## src/hw/rtl/msq_pkg.sv

```systemverilog
// shared types, constants and the tile pattern rom for the marching squares tile renderer
// no dependencies; imported by every module of the block
package msq_pkg;

  localparam int unsigned PIX_W   = 8;
  localparam int unsigned SIZE_W  = 11;
  localparam int unsigned COORD_W = 10;
  localparam int unsigned CODE_W  = 4;
  localparam int unsigned PAT_W   = 9;
  localparam int unsigned APB_DW  = 32;
  localparam int unsigned APB_AW  = 5;
  localparam int unsigned MIN_SIZE = 3;

  // register index, taken from paddr[4:2]
  typedef enum logic [2:0] {
    REG_THRESHOLD    = 3'd0,
    REG_FG_COLOUR    = 3'd1,
    REG_BG_COLOUR    = 3'd2,
    REG_IMAGE_WIDTH  = 3'd3,
    REG_IMAGE_HEIGHT = 3'd4
  } reg_idx_e;

  localparam logic [PIX_W-1:0]  RST_THRESHOLD    = 8'd127;
  localparam logic [PIX_W-1:0]  RST_FG_COLOUR    = 8'd255;
  localparam logic [PIX_W-1:0]  RST_BG_COLOUR    = 8'd0;
  localparam logic [SIZE_W-1:0] RST_IMAGE_WIDTH  = 11'd640;
  localparam logic [SIZE_W-1:0] RST_IMAGE_HEIGHT = 11'd480;

  typedef struct packed {
    logic [PIX_W-1:0]  threshold;
    logic [PIX_W-1:0]  fg_colour;
    logic [PIX_W-1:0]  bg_colour;
    logic [SIZE_W-1:0] image_width;
    logic [SIZE_W-1:0] image_height;
  } cfg_t;

  // one finished tile handed from the scan stage to the emitter
  typedef struct packed {
    logic [COORD_W-1:0] x;
    logic [COORD_W-1:0] y;
    logic [CODE_W-1:0]  code;
  } tile_t;

  // tile element k in raster order sits at bit (8 - k)
  function automatic logic [PAT_W-1:0] tile_pattern(input logic [CODE_W-1:0] code);
    logic [PAT_W-1:0] pat;
    unique case (code)
      4'd0:  pat = 9'h1FF;
      4'd1:  pat = 9'h1D9;
      4'd2:  pat = 9'h1F4;
      4'd3:  pat = 9'h1C0;
      4'd4:  pat = 9'h137;
      4'd5:  pat = 9'h1AB;
      4'd6:  pat = 9'h124;
      4'd7:  pat = 9'h1A0;
      4'd8:  pat = 9'h05F;
      4'd9:  pat = 9'h049;
      4'd10: pat = 9'h0EE;
      4'd11: pat = 9'h0C8;
      4'd12: pat = 9'h007;
      4'd13: pat = 9'h00B;
      4'd14: pat = 9'h026;
      default: pat = 9'h000;
    endcase
    return pat;
  endfunction

endpackage

```

## src/hw/rtl/marching_squares_tile_renderer_core.sv

```systemverilog
// path: with the emitter idle, a tile's bottom-right pixel goes to the scan tile register, then
// into the emitter output register as its first result item; the other eight follow one per cycle
// while out_ready_i is high; throughput: one pixel per cycle; only a tile-completing pixel stalls,
// while a finished tile still waits for the emitter; on the bottom row of each tile row the
// nine-item emitter sets the pace of a steady stream
// reset: asynchronous active low; registers to defaults, counters to zero, line store kept as is
module marching_squares_tile_renderer_core #(
  parameter int unsigned MAX_WIDTH  = 1024,
  parameter int unsigned MAX_HEIGHT = 1024
) (
  input  logic                          clk_i,
  input  logic                          rst_ni,
  // apb configuration port
  input  logic                          psel,
  input  logic                          penable,
  input  logic                          pwrite,
  input  logic [msq_pkg::APB_AW-1:0]    paddr,
  input  logic [msq_pkg::APB_DW-1:0]    pwdata,
  output logic [msq_pkg::APB_DW-1:0]    prdata,
  output logic                          pready,
  // pixel input
  input  logic                          in_valid_i,
  output logic                          in_ready_o,
  input  logic [msq_pkg::PIX_W-1:0]     pixel_i,
  // rendered pixel output
  output logic                          out_valid_o,
  input  logic                          out_ready_i,
  output logic [msq_pkg::COORD_W-1:0]   x_o,
  output logic [msq_pkg::COORD_W-1:0]   y_o,
  output logic [msq_pkg::PIX_W-1:0]     colour_o,
  output logic                          last_o
);
  import msq_pkg::*;

  // live configuration, to be changed by the user only while the block is idle; not enforced here
  cfg_t  cfg;

  // one finished tile between the scan stage and the emitter
  tile_t tile;
  logic  tile_valid;
  logic  tile_ready;

  msq_cfg_regs u_cfg (
    .clk_i   (clk_i),
    .rst_ni  (rst_ni),
    .psel    (psel),
    .penable (penable),
    .pwrite  (pwrite),
    .paddr   (paddr),
    .pwdata  (pwdata),
    .prdata  (prdata),
    .pready  (pready),
    .cfg_o   (cfg)
  );

  // scan stage: tracks column/row, classifies corners as dark, keeps top corners of
  // each tile column in the line store and captures a tile code at its bottom-right pixel
  msq_scan #(
    .MAX_WIDTH  (MAX_WIDTH),
    .MAX_HEIGHT (MAX_HEIGHT)
  ) u_scan (
    .clk_i        (clk_i),
    .rst_ni       (rst_ni),
    .cfg_i        (cfg),
    .in_valid_i   (in_valid_i),
    .in_ready_o   (in_ready_o),
    .pixel_i      (pixel_i),
    .tile_valid_o (tile_valid),
    .tile_ready_i (tile_ready),
    .tile_o       (tile)
  );

  // emitter: rom lookup of the pattern, then nine items in raster order within the tile;
  // it takes the next tile in the same cycle its ninth item leaves
  msq_emit u_emit (
    .clk_i        (clk_i),
    .rst_ni       (rst_ni),
    .cfg_i        (cfg),
    .tile_valid_i (tile_valid),
    .tile_ready_o (tile_ready),
    .tile_i       (tile),
    .out_valid_o  (out_valid_o),
    .out_ready_i  (out_ready_i),
    .x_o          (x_o),
    .y_o          (y_o),
    .colour_o     (colour_o),
    .last_o       (last_o)
  );

endmodule

```

## src/hw/rtl/msq_cfg_regs.sv

```systemverilog
// apb configuration registers of the marching squares tile renderer
// depends on msq_pkg
module msq_cfg_regs (
  input  logic                           clk_i,
  input  logic                           rst_ni,
  input  logic                           psel,
  input  logic                           penable,
  input  logic                           pwrite,
  input  logic [msq_pkg::APB_AW-1:0]     paddr,
  input  logic [msq_pkg::APB_DW-1:0]     pwdata,
  output logic [msq_pkg::APB_DW-1:0]     prdata,
  output logic                           pready,
  output msq_pkg::cfg_t                  cfg_o
);
  import msq_pkg::*;

  cfg_t       cfg_q;
  logic       wr_en;
  logic [2:0] idx;

  assign pready = 1'b1;
  assign idx    = paddr[4:2];
  assign wr_en  = psel && penable && pwrite && pready;

  always_ff @(posedge clk_i or negedge rst_ni) begin
    if (!rst_ni) begin
      cfg_q.threshold    <= RST_THRESHOLD;
      cfg_q.fg_colour    <= RST_FG_COLOUR;
      cfg_q.bg_colour    <= RST_BG_COLOUR;
      cfg_q.image_width  <= RST_IMAGE_WIDTH;
      cfg_q.image_height <= RST_IMAGE_HEIGHT;
    end else if (wr_en) begin
      unique case (idx)
        REG_THRESHOLD:    cfg_q.threshold    <= pwdata[PIX_W-1:0];
        REG_FG_COLOUR:    cfg_q.fg_colour    <= pwdata[PIX_W-1:0];
        REG_BG_COLOUR:    cfg_q.bg_colour    <= pwdata[PIX_W-1:0];
        REG_IMAGE_WIDTH:  cfg_q.image_width  <= pwdata[SIZE_W-1:0];
        REG_IMAGE_HEIGHT: cfg_q.image_height <= pwdata[SIZE_W-1:0];
        default: ;
      endcase
    end
  end

  always_comb begin
    unique case (idx)
      REG_THRESHOLD:    prdata = APB_DW'(cfg_q.threshold);
      REG_FG_COLOUR:    prdata = APB_DW'(cfg_q.fg_colour);
      REG_BG_COLOUR:    prdata = APB_DW'(cfg_q.bg_colour);
      REG_IMAGE_WIDTH:  prdata = APB_DW'(cfg_q.image_width);
      REG_IMAGE_HEIGHT: prdata = APB_DW'(cfg_q.image_height);
      default:          prdata = '0;
    endcase
  end

  assign cfg_o = cfg_q;

endmodule

```

## src/hw/rtl/msq_scan.sv

```systemverilog
// raster scan stage: position counters, corner classification, line store of top corners
// depends on msq_pkg; feeds one finished tile at a time to msq_emit
module msq_scan #(
  parameter int unsigned MAX_WIDTH  = 1024,
  parameter int unsigned MAX_HEIGHT = 1024
) (
  input  logic                        clk_i,
  input  logic                        rst_ni,
  input  msq_pkg::cfg_t               cfg_i,
  input  logic                        in_valid_i,
  output logic                        in_ready_o,
  input  logic [msq_pkg::PIX_W-1:0]   pixel_i,
  output logic                        tile_valid_o,
  input  logic                        tile_ready_i,
  output msq_pkg::tile_t              tile_o
);
  import msq_pkg::*;

  localparam int unsigned CW    = $clog2(MAX_WIDTH + 3);
  localparam int unsigned RW    = $clog2(MAX_HEIGHT + 3);
  localparam int unsigned WCW   = (CW > SIZE_W) ? CW : SIZE_W;
  localparam int unsigned HCW   = (RW > SIZE_W) ? RW : SIZE_W;
  localparam int unsigned DEPTH = MAX_WIDTH / 3;
  localparam int unsigned TCW   = $clog2(DEPTH + 1);
  localparam int unsigned IDXW  = (DEPTH > 1) ? $clog2(DEPTH) : 1;

  // position state; cend/rend are the last column/row of the current tile
  logic [CW-1:0]   col_q, col_d, cend_q, cend_d;
  logic [RW-1:0]   row_q, row_d, rend_q, rend_d;
  logic [1:0]      cpos_q, cpos_d, rpos_q, rpos_d;
  logic [TCW-1:0]  tc_q, tc_d;
  logic            bl_q;

  logic            s1_valid_q;
  logic [COORD_W-1:0] s1_x_q, s1_y_q;
  logic            s1_dark_q, s1_bl_q;

  // line store, one bit per top corner of each tile column
  logic            tl_mem [DEPTH];
  logic            tr_mem [DEPTH];
  logic            rd_tl_q, rd_tr_q;

  logic [WCW-1:0]  w_raw;
  logic [HCW-1:0]  h_raw;
  logic [CW-1:0]   w_eff;
  logic [RW-1:0]   h_eff;
  logic            dark, in_range, tile_done, accept;
  logic            wr_tl, wr_tr, rd_en;
  logic [IDXW-1:0] mem_idx;

  always_comb begin
    w_raw = WCW'(cfg_i.image_width);
    h_raw = HCW'(cfg_i.image_height);
    if (w_raw < WCW'(MIN_SIZE)) begin
      w_eff = CW'(MIN_SIZE);
    end else if (w_raw > WCW'(MAX_WIDTH)) begin
      w_eff = CW'(MAX_WIDTH);
    end else begin
      w_eff = CW'(w_raw);
    end
    if (h_raw < HCW'(MIN_SIZE)) begin
      h_eff = RW'(MIN_SIZE);
    end else if (h_raw > HCW'(MAX_HEIGHT)) begin
      h_eff = RW'(MAX_HEIGHT);
    end else begin
      h_eff = RW'(h_raw);
    end
  end

  assign dark      = (pixel_i <= cfg_i.threshold);
  assign in_range  = (cend_q < w_eff) && (rend_q < h_eff);
  assign tile_done = in_range && (rpos_q == 2'd2) && (cpos_q == 2'd2);
  assign in_ready_o = !tile_done || !s1_valid_q || tile_ready_i;
  assign accept    = in_valid_i && in_ready_o;

  assign wr_tl   = accept && in_range && (rpos_q == 2'd0) && (cpos_q == 2'd0);
  assign wr_tr   = accept && in_range && (rpos_q == 2'd0) && (cpos_q == 2'd2);
  assign rd_en   = accept && tile_done;
  assign mem_idx = tc_q[IDXW-1:0];

  always_comb begin
    col_d  = col_q;
    cpos_d = cpos_q;
    tc_d   = tc_q;
    cend_d = cend_q;
    row_d  = row_q;
    rpos_d = rpos_q;
    rend_d = rend_q;
    if (col_q + CW'(1) >= w_eff) begin
      col_d  = '0;
      cpos_d = 2'd0;
      tc_d   = '0;
      cend_d = CW'(2);
      if (row_q + RW'(1) >= h_eff) begin
        row_d  = '0;
        rpos_d = 2'd0;
        rend_d = RW'(2);
      end else begin
        row_d = row_q + RW'(1);
        if (rpos_q == 2'd2) begin
          rpos_d = 2'd0;
          rend_d = rend_q + RW'(3);
        end else begin
          rpos_d = rpos_q + 2'd1;
        end
      end
    end else begin
      col_d = col_q + CW'(1);
      if (cpos_q == 2'd2) begin
        cpos_d = 2'd0;
        tc_d   = tc_q + TCW'(1);
        cend_d = cend_q + CW'(3);
      end else begin
        cpos_d = cpos_q + 2'd1;
      end
    end
  end

  always_ff @(posedge clk_i or negedge rst_ni) begin
    if (!rst_ni) begin
      col_q      <= '0;
      cpos_q     <= 2'd0;
      tc_q       <= '0;
      cend_q     <= CW'(2);
      row_q      <= '0;
      rpos_q     <= 2'd0;
      rend_q     <= RW'(2);
      bl_q       <= 1'b0;
      s1_valid_q <= 1'b0;
    end else begin
      if (accept) begin
        col_q  <= col_d;
        cpos_q <= cpos_d;
        tc_q   <= tc_d;
        cend_q <= cend_d;
        row_q  <= row_d;
        rpos_q <= rpos_d;
        rend_q <= rend_d;
        if (in_range && (rpos_q == 2'd2) && (cpos_q == 2'd0)) begin
          bl_q <= dark;
        end
      end
      if (rd_en) begin
        s1_valid_q <= 1'b1;
      end else if (tile_ready_i) begin
        s1_valid_q <= 1'b0;
      end
    end
  end

  // tile payload, no reset needed
  always_ff @(posedge clk_i) begin
    if (rd_en) begin
      s1_x_q    <= COORD_W'(cend_q - CW'(2));
      s1_y_q    <= COORD_W'(row_q - RW'(2));
      s1_dark_q <= dark;
      s1_bl_q   <= bl_q;
    end
  end

  always_ff @(posedge clk_i) begin
    if (wr_tl) begin
      tl_mem[mem_idx] <= dark;
    end
    if (wr_tr) begin
      tr_mem[mem_idx] <= dark;
    end
    if (rd_en) begin
      rd_tl_q <= tl_mem[mem_idx];
      rd_tr_q <= tr_mem[mem_idx];
    end
  end

  assign tile_valid_o = s1_valid_q;
  assign tile_o.x     = s1_x_q;
  assign tile_o.y     = s1_y_q;
  assign tile_o.code  = {rd_tl_q, rd_tr_q, s1_dark_q, s1_bl_q};

  // tile end column tracks the column counter
  a_cend_track: assert property (@(posedge clk_i) disable iff (!rst_ni)
    cend_q == col_q - CW'(cpos_q) + CW'(2))
    else $error("tile end column out of step with column counter");

  // a finished tile always lands in the tile register
  a_tile_capture: assert property (@(posedge clk_i) disable iff (!rst_ni)
    rd_en |=> s1_valid_q)
    else $error("finished tile not captured");

  // a pending tile is not dropped while the emitter is busy
  a_tile_hold: assert property (@(posedge clk_i) disable iff (!rst_ni)
    (s1_valid_q && !tile_ready_i) |=> (s1_valid_q && $stable(s1_x_q) && $stable(s1_y_q)))
    else $error("pending tile lost or changed");

  // input only stalls on a tile-completing pixel behind a pending tile
  a_stall_cause: assert property (@(posedge clk_i) disable iff (!rst_ni)
    !in_ready_o |-> (tile_done && s1_valid_q))
    else $error("input stalled without a pending tile");

endmodule

```

## src/hw/rtl/msq_emit.sv

```systemverilog
// tile emitter: expands one tile code into nine coloured pixels, one per cycle
// while out_ready_i is high; depends on msq_pkg; output register of the block
module msq_emit (
  input  logic                          clk_i,
  input  logic                          rst_ni,
  input  msq_pkg::cfg_t                 cfg_i,
  input  logic                          tile_valid_i,
  output logic                          tile_ready_o,
  input  msq_pkg::tile_t                tile_i,
  output logic                          out_valid_o,
  input  logic                          out_ready_i,
  output logic [msq_pkg::COORD_W-1:0]   x_o,
  output logic [msq_pkg::COORD_W-1:0]   y_o,
  output logic [msq_pkg::PIX_W-1:0]     colour_o,
  output logic                          last_o
);
  import msq_pkg::*;

  logic               ev_q;
  logic [COORD_W-1:0] x_q, y_q;
  logic [1:0]         kcol_q, krow_q;
  logic [PAT_W-1:0]   pat_q;
  logic               last, step, load;

  assign last         = (kcol_q == 2'd2) && (krow_q == 2'd2);
  assign step         = ev_q && out_ready_i;
  assign tile_ready_o = !ev_q || (out_ready_i && last);
  assign load         = tile_valid_i && tile_ready_o;

  always_ff @(posedge clk_i or negedge rst_ni) begin
    if (!rst_ni) begin
      ev_q   <= 1'b0;
      kcol_q <= 2'd0;
      krow_q <= 2'd0;
    end else if (load) begin
      ev_q   <= 1'b1;
      kcol_q <= 2'd0;
      krow_q <= 2'd0;
    end else if (step) begin
      if (last) begin
        ev_q <= 1'b0;
      end
      if (kcol_q == 2'd2) begin
        kcol_q <= 2'd0;
        krow_q <= (krow_q == 2'd2) ? 2'd0 : krow_q + 2'd1;
      end else begin
        kcol_q <= kcol_q + 2'd1;
      end
    end
  end

  always_ff @(posedge clk_i) begin
    if (load) begin
      x_q   <= tile_i.x;
      y_q   <= tile_i.y;
      pat_q <= tile_pattern(tile_i.code);
    end else if (step) begin
      pat_q <= {pat_q[PAT_W-2:0], 1'b0};
      if (kcol_q == 2'd2) begin
        x_q <= x_q - COORD_W'(2);
        y_q <= y_q + COORD_W'(1);
      end else begin
        x_q <= x_q + COORD_W'(1);
      end
    end
  end

  assign out_valid_o = ev_q;
  assign x_o         = x_q;
  assign y_o         = y_q;
  assign colour_o    = pat_q[PAT_W-1] ? cfg_i.fg_colour : cfg_i.bg_colour;
  assign last_o      = last;

  a_sub_range: assert property (@(posedge clk_i) disable iff (!rst_ni)
    (kcol_q != 2'd3) && (krow_q != 2'd3))
    else $error("tile element counter out of range");

  // a tile ends after its ninth pixel unless the next one is loaded
  a_tile_end: assert property (@(posedge clk_i) disable iff (!rst_ni)
    (step && last && !load) |=> !ev_q)
    else $error("emitter kept running after the last pixel");

  // inside a tile the emitter never goes idle
  a_tile_cont: assert property (@(posedge clk_i) disable iff (!rst_ni)
    (step && !last) |=> ev_q)
    else $error("emitter dropped a tile early");

  // a new tile starts at its first element
  a_tile_start: assert property (@(posedge clk_i) disable iff (!rst_ni)
    load |=> (kcol_q == 2'd0 && krow_q == 2'd0))
    else $error("tile loaded mid-sequence");

endmodule

```

## config.mk

```make
export PLATFORM = sky130hd
export DESIGN_NAME = marching_squares_tile_renderer_core
export DESIGN_NICKNAME = d
export VERILOG_FILES = /design/src/hw/rtl/msq_pkg.sv /design/src/hw/rtl/marching_squares_tile_renderer_core.sv /design/src/hw/rtl/msq_cfg_regs.sv /design/src/hw/rtl/msq_scan.sv /design/src/hw/rtl/msq_emit.sv
export SDC_FILE = /design/constraint.sdc
export NUM_CORES = 1
export LEC_CHECK = 0
export ABC_AREA = 1
export ABC_CLOCK_PERIOD_IN_PS = 32700
export BUFFER_PORTS_ARGS = -buffer_cell sky130_fd_sc_hd__buf_2
export CAP_MARGIN = 30
export CELL_PAD_IN_SITES_DETAIL_PLACEMENT = 0
export CELL_PAD_IN_SITES_GLOBAL_PLACEMENT = 1
export CORE_ASPECT_RATIO = 0.75
export CORE_UTILIZATION = 29
export DETAILED_ROUTE_END_ITERATION = 7
export HOLD_SLACK_MARGIN = 0.05
export PLACE_DENSITY_LB_ADDON = 0.1
export SYNTH_ARGS = -nofsm -noshare
export SYNTH_HDL_FRONTEND = slang
export SYNTH_HIERARCHICAL = 1
export SYNTH_SLANG_ARGS = --single-unit
```

## constraint.sdc

```tcl
create_clock -name clk_i -period 32.7 [get_ports clk_i]
set_input_delay 1.635 -clock clk_i [delete_from_list [all_inputs] [get_ports clk_i]]
set_output_delay 1.635 -clock clk_i [all_outputs]
set_load 0.01 [all_outputs]
```

* Yosys cells after proc, flatten, opt, wreduce, memory -nomap -nowiden
Memories as Yosys holds them, arrays and structs flattened. A register that Yosys moved wholly into a read port is not among the register bits.
Cells that the tools add are included.
** Storage, ports and cells
- Flip-flop bits (word level) :: 161
- Bits in latches :: 0
- RAM bits :: 682
- ROM bits :: 144
- Bits of input ports :: 52
- Output and inout port bits :: 64
- Word-level logic and storage cells :: 142
- Memories kept :: 3
** Memories
- u_scan.tl_mem :: depth 341, bits a word 1, rd ports 1, clocked after Yosys merged registers in 1, wr ports 1, RTL line msq_scan.sv:39 : logic tl_mem [DEPTH];
- u_scan.tr_mem :: depth 341, bits a word 1, rd ports 1, clocked after Yosys merged registers in 1, wr ports 1, RTL line msq_scan.sv:40 : logic tr_mem [DEPTH];
- (name not given) :: depth 16, bits a word 9, rd ports 1, clocked after Yosys merged registers in 0, wr ports 0, RTL line msq_pkg.sv:47 : unique case (code)
** Operators by class
- $add $sub $neg :: 14
- Multipliers :: 0
- Divide/modulo/power cells :: 0
- Order comparisons :: 9
- Eq/ne operators :: 8
- Shift-type cells :: 0
- Muxes and demuxes :: 42
- Bitwise gates (word level) :: 0
- Reduce and logical (&&, ||, !) cells :: 42
** Operators with widths (count)
- two-way mux 11 bit :: 10
- two-way mux 10 bit :: 6
- case mux 11 bit (5 select lines) :: 1
- two-way mux 9 bit :: 4
- subtractor 10 x 2 -> 10 bit (second input constant) :: 3
- adder 11 x 1 -> 11 bit (second input constant) :: 2
- adder 11 x 2 -> 11 bit (second input constant) :: 2
- greater-or-equal comparator 11 bit :: 2
- > comparator 11 bit (second input constant) :: 2
- less-than comparator 11 bit :: 2
- less-than comparator 11 x 2 -> 1 bit (second input constant) :: 2
- two-way mux 2 bit :: 11
- adder 10 x 1 -> 10 bit (second input constant) :: 2
- AND reduction 2 bit :: 10
- logical AND 1 bit :: 16
- nonzero test 2 bit :: 6
- adder 9 x 1 -> 9 bit (second input constant) :: 1
- two-way mux 1 bit :: 9
- adder 2 x 1 -> 2 bit (second input constant) :: 4
- equality test 2 bit (second input constant) :: 4
- <= comparator 8 bit :: 1
- two-way mux 8 bit :: 1
- equality test 3 x 2 -> 1 bit (second input constant) :: 2
- logical NOT 2 bit :: 2
- other kinds (6) :: 10

* Longest topological paths before layout
Gate-level depths: netlist of the first run.
- Depth after elaboration :: 16
- Depth in mapped cells :: 24
- Mapped depth without buffers :: 22

* Cells and area by module
The synthesis of the first run kept the hierarchy.
** By module, submodules not included
- msq_scan :: times used 1, cells each 3944, area each 37080.6 um^2, sequential area each 22679.3 um^2
- msq_cfg_regs :: times used 1, cells each 309, area each 2570.0 um^2, sequential area each 1177.4 um^2
- msq_emit :: times used 1, cells each 271, area each 2185.8 um^2, sequential area each 996.0 um^2

* Least setup slack after synthesis of the first run
OpenSTA, ideal clock, no wires.
- Path kind :: input to register
- Start point :: input port pixel_i[7] (netlist bit)
- End point :: register u_scan.s1_dark_q (data pin)
- Setup time :: 5.614 ns
- Data arrival time :: 29.567 ns
- Required time :: 27.086 ns
- Path slack :: -2.481 ns
- Stages on the path :: 3
- Cell sequence :: ha_1 -> nand4_1 -> o31ai_1
** Between the ends
- Longest elaborated chain between the ends :: 1
** RTL lines
- start: declaration :: RTL line marching_squares_tile_renderer_core.sv:24 : input logic [msq_pkg::PIX_W-1:0] pixel_i,
- <= comparator 8 bit :: RTL line msq_scan.sv:70 : assign dark = (pixel_i <= cfg_i.threshold);
- named net u_scan.dark :: RTL line msq_scan.sv:47 : logic dark, in_range, tile_done, accept;
- end signal: assignment :: RTL line msq_scan.sv:156 : s1_dark_q <= dark;
- end: declaration :: RTL line msq_scan.sv:36 : logic s1_dark_q, s1_bl_q;
The timed path passes the listed nets, and every way through them passes these cells.
A chain may end at the register's enable or synchronous reset.

* Worst setup path after layout of the first run
- Start point :: register u_cfg.cfg_q (netlist bit u_cfg/cfg_o[4])
- End point :: memory u_scan.tr_mem[217], enable pin
** Between the ends
- Longest elaborated chain between the ends :: 16
** RTL lines
- start: declaration :: RTL line msq_cfg_regs.sv:17 : cfg_t cfg_q;
- > comparator 11 bit :: RTL line msq_scan.sv:63 : end else if (h_raw > HCW'(MAX_HEIGHT)) begin
- two-way mux 11 bit :: RTL line msq_scan.sv:63
- two-way mux 11 bit * :: RTL line msq_scan.sv:61 : if (h_raw < HCW'(MIN_SIZE)) begin
- less-than comparator 11 bit * :: RTL line msq_scan.sv:71 : assign in_range = (cend_q < w_eff) && (rend_q < h_eff);
- logical AND 1 bit * :: RTL line msq_scan.sv:71
- logical AND 1 bit (2 in series) :: RTL line msq_scan.sv:72 : assign tile_done = in_range && (rpos_q == 2'd2) && (cpos_q == 2'd2);
- logical NOT 1 bit :: RTL line msq_scan.sv:73 : assign in_ready_o = !tile_done || !s1_valid_q || tile_ready_i;
- logical OR 1 bit (2 in series) :: RTL line msq_scan.sv:73
- logical AND 1 bit :: RTL line msq_scan.sv:74 : assign accept = in_valid_i && in_ready_o;
- logical AND 1 bit * (3 in series) :: RTL line msq_scan.sv:77 : assign wr_tr = accept && in_range && (rpos_q == 2'd0) && (cpos_q == 2'd2);
- two-way mux 1 bit * :: RTL line msq_scan.sv:165 : if (wr_tr) begin
- two-way mux 1 bit (implied by the code) * :: RTL line msq_scan.sv:166 : tr_mem[mem_idx] <= dark;
- end: declaration :: RTL line msq_scan.sv:40
Every way passes the cells marked *; elsewhere a longest branch is shown, timed or not.

==> metrics.cfg, run 1 <==
[clock_tree]
cts_tree=yes
root_buffer=clkbuf_16
postCtsSetupBuffers=0
htreeDepth=3
clk_pin_slew_worst_paths_ps=60
clockBufferDepth=3
cts_resized=0
ctsHoldBuffers=0
cts-buffers-inserted=96
clk-insertion-delay-late_ps=720
clock-sinks=845

[finish]
stdcell_count=6437
finalNetCount=4585
area_growth_pct=12.3
drive_gt1_share_pct=8.95

[sta]
rsz0062_at_grt=no
worst_slack_ps=26630
timing.final.crit_period_ps=6070
slew_headroom_pct=28.6
skew_ps=29.7
period_share_pct=18.6
whs_ps=455
slew_violations=0
final_hold_viol_count=0
worst_pin_slew_ps=1070
fmax_mhz=165
fin_setup_tns_ps=0
setup_viol=0

[synth]
async_reset_ff_share_pct=13.0
ys_warn_count=6
synth-edff-count=735
syn_inst=4524
syn_area_per_cell_um2=9.25
synth_flop_cell=edfxtp_1
ys_types=56
ys_seq_elements=845
synth_seq_area_share_pct=59.4
syn_area_um2=41800

[place]
numPortBuffers=70
gp_congestion=0.736
dp_cells=6259
place_ws_ps=26540
hpwl_um=79600

[job]
drv_cap=0

[setup_path]
cp-endpoint=u_scan/tr_mem[217]
endpoint_kind=flop
required_ps=33130
critPathLaunchType=flop
r2r_slack_ps=26630
startpoint=u_cfg/cfg_o[4]
arrival_ps=6500
cp_max_fo=154
r2r_end=u_scan/tr_mem[217]
crit_type=flop to flop
timing.rr.start=u_cfg/cfg_o[4]
r2r_cells=23

[route]
drt_iter0_drc=2452
via_per_inst=4.88
drc_errors=0
avgRoutedWirePerCell_um=21.7
vias=31400
wirelength_um=139000
dr.pass1.iters=8
ant_nets=0

[global_route]
grt_usage_pct=19.0
antenna_found_initial=6
grt_pass1_vias=30300
grt_pass1_wl_um=206000
grt_max_degree=199
overflow=0

[min_path]
min_path_type=flop to flop

[floorplanning]
num_rows=120
die_h_um=331
pin_count=116
fp.dieW_um=441
coreArea_um2=143000
die_area_um2=146000
initial_core_util_pct=29.3

[pwr]
power_per_cell_area_nw_per_um2=77.1
vdd_drop_max_uv=39.3
p_leak_nw=16.0

[outcome]
status=complete, no violations

layer usage:
metal	wire length, um	track usage (%)	up-vias
met5	0	0	-
met4	2150	3.45	0
met3	5870	2.54	136
met2	59400	28.1	603
met1	72000	29.4	15600
li1	-	-	15100
layout make-up:
cell class              instances  area [um^2]
diodes                          1         2.50
clock buffers                 117         2550
clock inverters                60          622
fillers                     15000        96000
inverters                     155          599
multi-input cells            3216        14900
flip-flops and latches        845        24900
well taps                    1891         2370
repair buffers                152         1100
cells in the final DEF (no fill, tap or decap), types with 9 or more instances in the layout:
cell and instances:
a21oi_1 50, buf_2 69, buf_4 74, bufinv_16 11
clkbuf_1 16, clkbuf_16 98, clkinv_1 21, clkinv_2 19
conb_1 22, dfrtp_1 85, dfstp_2 23, edfxtp_1 735
ha_1 67, inv_1 142, nand2_1 949, nand3_1 101
nand4_1 50, nor2_1 1176, nor2_2 9, nor2_4 23
nor3_1 17, o21ai_0 438, o21ai_1 28, o21ai_2 16
o22ai_1 149, xnor2_1 10, xor2_1 36
registers in the layout (all words and copies together), names as in the netlist, 9 cells and up:
name            cells
u_emit/x_o         10
u_scan/s1_y_q      10
u_scan/s1_x_q      10
u_scan/mem_idx      9
u_emit/y_o         10
u_scan/tl_mem     341
u_cfg/cfg_o        46
u_scan/cend_q      11
u_scan/row_q       11
u_emit/pat_q        9
u_scan/tr_mem     341
u_scan/col_q       11
u_scan/rend_q      11
how the worst min path moves through the flow:
| stage | from | to | slack, ps | cells past startpoint |
|---|---|---|---|---|
| 2_1_floorplan | u_scan/bl_q | u_scan/s1_bl_q | 430 | 0 |
| 3_3_place_gp | u_scan/bl_q | u_scan/s1_bl_q | 450 | 0 |
| 3_5_place_dp | u_scan/bl_q | u_scan/s1_bl_q | 450 | 0 |
| 4_1_cts | u_scan/bl_q | u_scan/s1_bl_q | 460 | 0 |
| 5_1_grt | u_scan/bl_q | u_scan/s1_bl_q | 480 | 0 |
| 6_report | u_scan/bl_q | u_scan/s1_bl_q | 460 | 0 |
Yosys cell counts (10+ instances only):
cell type	n	share of area, %
xor2_1	36	0.75
inv_1	143	1.3
o21ai_2	15	0.31
nand3_1	101	1.2
o22ai_1	149	2.2
buf_4	77	1.4
xnor2_1	10	0.21
dfstp_2	23	1.4
nand4_1	50	0.75
edfxtp_1	735	53
o21ai_1	29	0.35
nand2_1	949	8.5
dfrtp_1	87	5.2
o21ai_0	438	5.2
nor2_1	1200	11
buf_2	42	0.50
ha_1	67	2.0
buf_6	27	0.73
a21oi_1	50	0.60
nor3_1	17	0.20
clkbuf_1	173	1.6
worst max-delay path, cell delays in order, from the launching register on:
cell and delay (ps):
dfrtp_1 460, nor2_1 110, nand2_1 80, nor2_1 130, inv_1 70, o31ai_1 560, nand2_1 300, ha_1 370
nand2_1 60, inv_1 30, o21ai_0 130, nand2_1 60, nor2_1 70, o21ai_0 90, nor2_1 90, nand2_1 90
nor2_4 130, nand4_4 120, nand2_4 140, nor2_1 130, nand2_8 570, buf_4 890, buf_12 700, nor2_1 120
per-stage QoR:
step	power (mW)	util, %	cell area (um^2)
2_1_floorplan	2.17	-	41900
3_3_place_gp	2.54	30.5	43600
3_5_place_dp	2.54	30.6	43800
4_1_cts	3.68	32.9	47000
5_1_grt	3.84	32.9	47000
6_report	3.62	32.9	47000
cells by family after synthesis:
kind of cell | share of synthesized area, %
muxes | 0.215
DFF | 59.4
buffers and inverters | 5.68
other | 0.0180
AOI/OAI and AO/OA | 9.43
xor gates and xnor gates | 0.963
adders and majority gates | 2.00
and+or+nand+nor | 22.3
where the power goes:
group / internal [mW] / switching (mW) / leakage, nW / total [mW]
Clock: 0.643 / 0.479 / 1.55 / 1.12
Sequential: 1.30 / 0.0671 / 8.05 / 1.36
Combinational: 0.285 / 0.853 / 6.40 / 1.14
Total: 2.22 / 1.40 / 16.0 / 3.62
Power figures use the tool's default switching activity.
==> run 2, diff against run 1 <==
ABC_CLOCK_PERIOD_IN_PS = 5100   (was 32700)
clock period = 5.1 ns   (was 32.7 ns; I/O delays follow)
==> metrics.cfg, run 2 (synthesized netlist as in run 1, its figures left out) <==
[pwr]
pwr-share-comb_pct=33.0  ; +1.6 points
power_per_cell_area_nw_per_um2=488  ; +530%
p_total_mw=23.2  ; +540%
p_clk_share_pct=29.5  ; -1.5 points
swShare_pct=38.6  ; about the same
p_leak_nw=16.3  ; +1.7%
vdd_drop_max_uv=256  ; +550%
seq_power_share_pct=37.5  ; about the same
intPower_mw=14.3  ; +540%
switchingPower_mw=8.98  ; +540%

[place]
dp_cells=6294  ; +0.56%
placed_area_um2=44400  ; +1.4%
place_ws_ps=303  ; -26,240 ps
gp_congestion=0.764  ; +3.9%
numPortBuffers=70  ; unchanged
hpwl_um=83200  ; +4.5%

[sta]
worst_pin_slew_ps=920  ; -151 ps
worst_slack_ps=686  ; -25,940 ps
fmax_mhz=227  ; +38%
slew_headroom_pct=38.4  ; +9.8 points
whs_ps=182  ; -274 ps
period_share_pct=86.6  ; +68 points
setup_viol=0  ; unchanged
slew_violations=0  ; unchanged
skew_ps=24.7  ; -4.93 ps
rsz0062_at_grt=no
timing.final.crit_period_ps=4410  ; -1660 ps
final_hold_viol_count=0  ; unchanged

[clock_tree]
clk-insertion-delay-late_ps=720  ; about the same
root_buffer=clkbuf_16
clockBufferDepth=3  ; unchanged
clock-sinks=845  ; unchanged
cts_tree=yes
clk_pin_slew_worst_paths_ps=70  ; about the same
postCtsSetupBuffers=0  ; unchanged
htreeDepth=3  ; unchanged
cts-buffers-inserted=95  ; -1.0%

[finish]
final_common_cell=nor2_1
layout_common_cells=1,182 x nor2_1, 949 x nand2_1, 735 x edfxtp_1
final_area_um2=47600  ; +1.3%
stdcell_count=6487  ; +0.78%
finalNetCount=4638  ; +1.2%
drive_gt1_share_pct=9.29  ; +0.34 points
area_growth_pct=13.7

[setup_path]
arrival_ps=4820  ; -1680 ps
cp_max_fo=51  ; -67%
required_ps=5510  ; -27,620 ps
max_stage_delay_ps=470  ; -420 ps
critPathLaunchType=flop
crit_type=flop to flop
crit_cells=19  ; -17%
path_buf_inv=3  ; -1
r2r_cells=19  ; -17%
endpoint_kind=flop
crit_slowest_cell=nand3_4
path_cells=nor2_1 > nand2_1 > nor2_1 > inv_1 > o31ai_2 > nand2_1 > ha_1 > nand2_1 > o21a_1 > o21ai_0 > nor2_1 > nand2_1 > nor2_4 > nand4_4 > nand2_4 > inv_2 > nand3_4 > buf_12 > nor2_1
cpLargestDelayFamily=simple AND/OR/NAND/NOR gates

[global_route]
gr-max-usage-layer=met1
grt_pass1_wl_um=208000  ; +0.93%
grt_max_degree=158  ; -21%
grt_pass1_vias=30400  ; +0.38%
met1_usage_pct=29.6  ; +0.20 points
use_met2_pct=27.7  ; -0.33 points
antenna_found_initial=11  ; +5
overflow=0  ; unchanged
grt_usage_pct=19.3  ; +0.33 points
gr-usage-met3_pct=3.69  ; +1.2 points

[min_path]
holdPathStages=5  ; +5
min_path_type=input pin to flop

[route]
avgRoutedWirePerCell_um=21.9  ; +1.1%
wirelength_um=142000  ; +1.9%
ant_nets=0  ; unchanged
dr.pass1.iters=7  ; -1
via_per_inst=4.89  ; +0.12%
vias=31700  ; +0.90%
drt_iter0_drc=2637  ; +7.5%
drc_errors=0  ; unchanged

[floorplanning]
die_h_um=331  ; unchanged
initial_core_util_pct=29.3  ; unchanged
die_area_um2=146000  ; unchanged
num_rows=120  ; unchanged
pin_count=116  ; unchanged
fp.dieW_um=441  ; unchanged
coreArea_um2=143000  ; unchanged

[outcome]
status=complete, no violations

[job]
drv_cap=0  ; unchanged

-- run 2: changes by cell type in the layout (fill, tap and decap cells not counted), sizes merged --
cell	change
inv	-1
bufinv	-4
clkinv	-4
clkbuf	+7
clkinvlp	-2
buf	+36
dlygate4sd3	+18
-- run 2: metal layers --
| layer | up-vias | wire (um) |
|---|---|---|
| met4 | 2 | 2960 |
| li1 | 15300 | - |
| met2 | 651 | 59100 |
| met5 | - | 12 |
| met1 | 15600 | 72600 |
| met3 | 170 | 7290 |
-- run 2: power by group through the flow --
stage / clock, mW / sequential (mW) / combinational (mW)
2_1_floorplan: 0 / 8.89 / 4.82
3_3_place_gp: 0 / 8.86 / 7.82
3_5_place_dp: 0 / 8.86 / 7.78
4_1_cts: 7.08 / 8.71 / 7.81
5_1_grt: 7.31 / 8.76 / 8.55
6_report: 6.85 / 8.71 / 7.67
-- run 2: final cells by class --
cell class | count | area, um^2
Inverter | 155 | 599
Clock inverter | 49 | 419
Fill cell | 14900 | 95400
Antenna cell | 1 | 2.50
Clock buffer | 124 | 2550
Tap cell | 1891 | 2370
Timing Repair Buffer | 206 | 1890
Multi-Input combinational cell | 3216 | 14900
Sequential cell | 845 | 24900
-- run 2: path summary, 6_finish.rpt --
check	from	slack [ps]	endpoint
worst max-delay path	u_cfg/cfg_o[4]	690	u_scan/tl_mem[299]
worst min-delay path	penable	180	u_cfg/cfg_o[7]
worst max register to register	u_cfg/cfg_o[4]	690	u_scan/tl_mem[299]
worst min register to register	u_scan/bl_q	450	u_scan/s1_bl_q
max in group asynchronous	rst_ni	4210	u_scan/bl_q
min in group asynchronous	rst_ni	220	u_scan/cend_q[9]
-- run 2: what timing repair did --
action	4_1_cts	5_1_grt
resized for setup	0	1
hold buffers	18	0
endpoints found under the hold margin	141	0
setup endpoints to repair	0	354
-- run 2: stage by stage --
step	utilization [%]	setup TNS, ps
2_1_floorplan	-	-4770530
6_report	33.3	0
4_1_cts	33.3	0
3_3_place_gp	31.1	0
3_5_place_dp	31.1	0
5_1_grt	33.3	0
-- run 2: worst register-to-register path, cell delays in order (launching register included) --
cell,delay [ps]
dfrtp_1,460
nor2_1,120
nand2_1,70
nor2_1,130
inv_1,80
o31ai_2,380
nand2_1,250
ha_1,360
nand2_1,70
o21a_1,180
o21ai_0,200
nor2_1,60
nand2_1,110
nor2_4,50
nand4_4,90
nand2_4,100
inv_2,330
nand3_4,480
buf_12,360
nor2_1,230
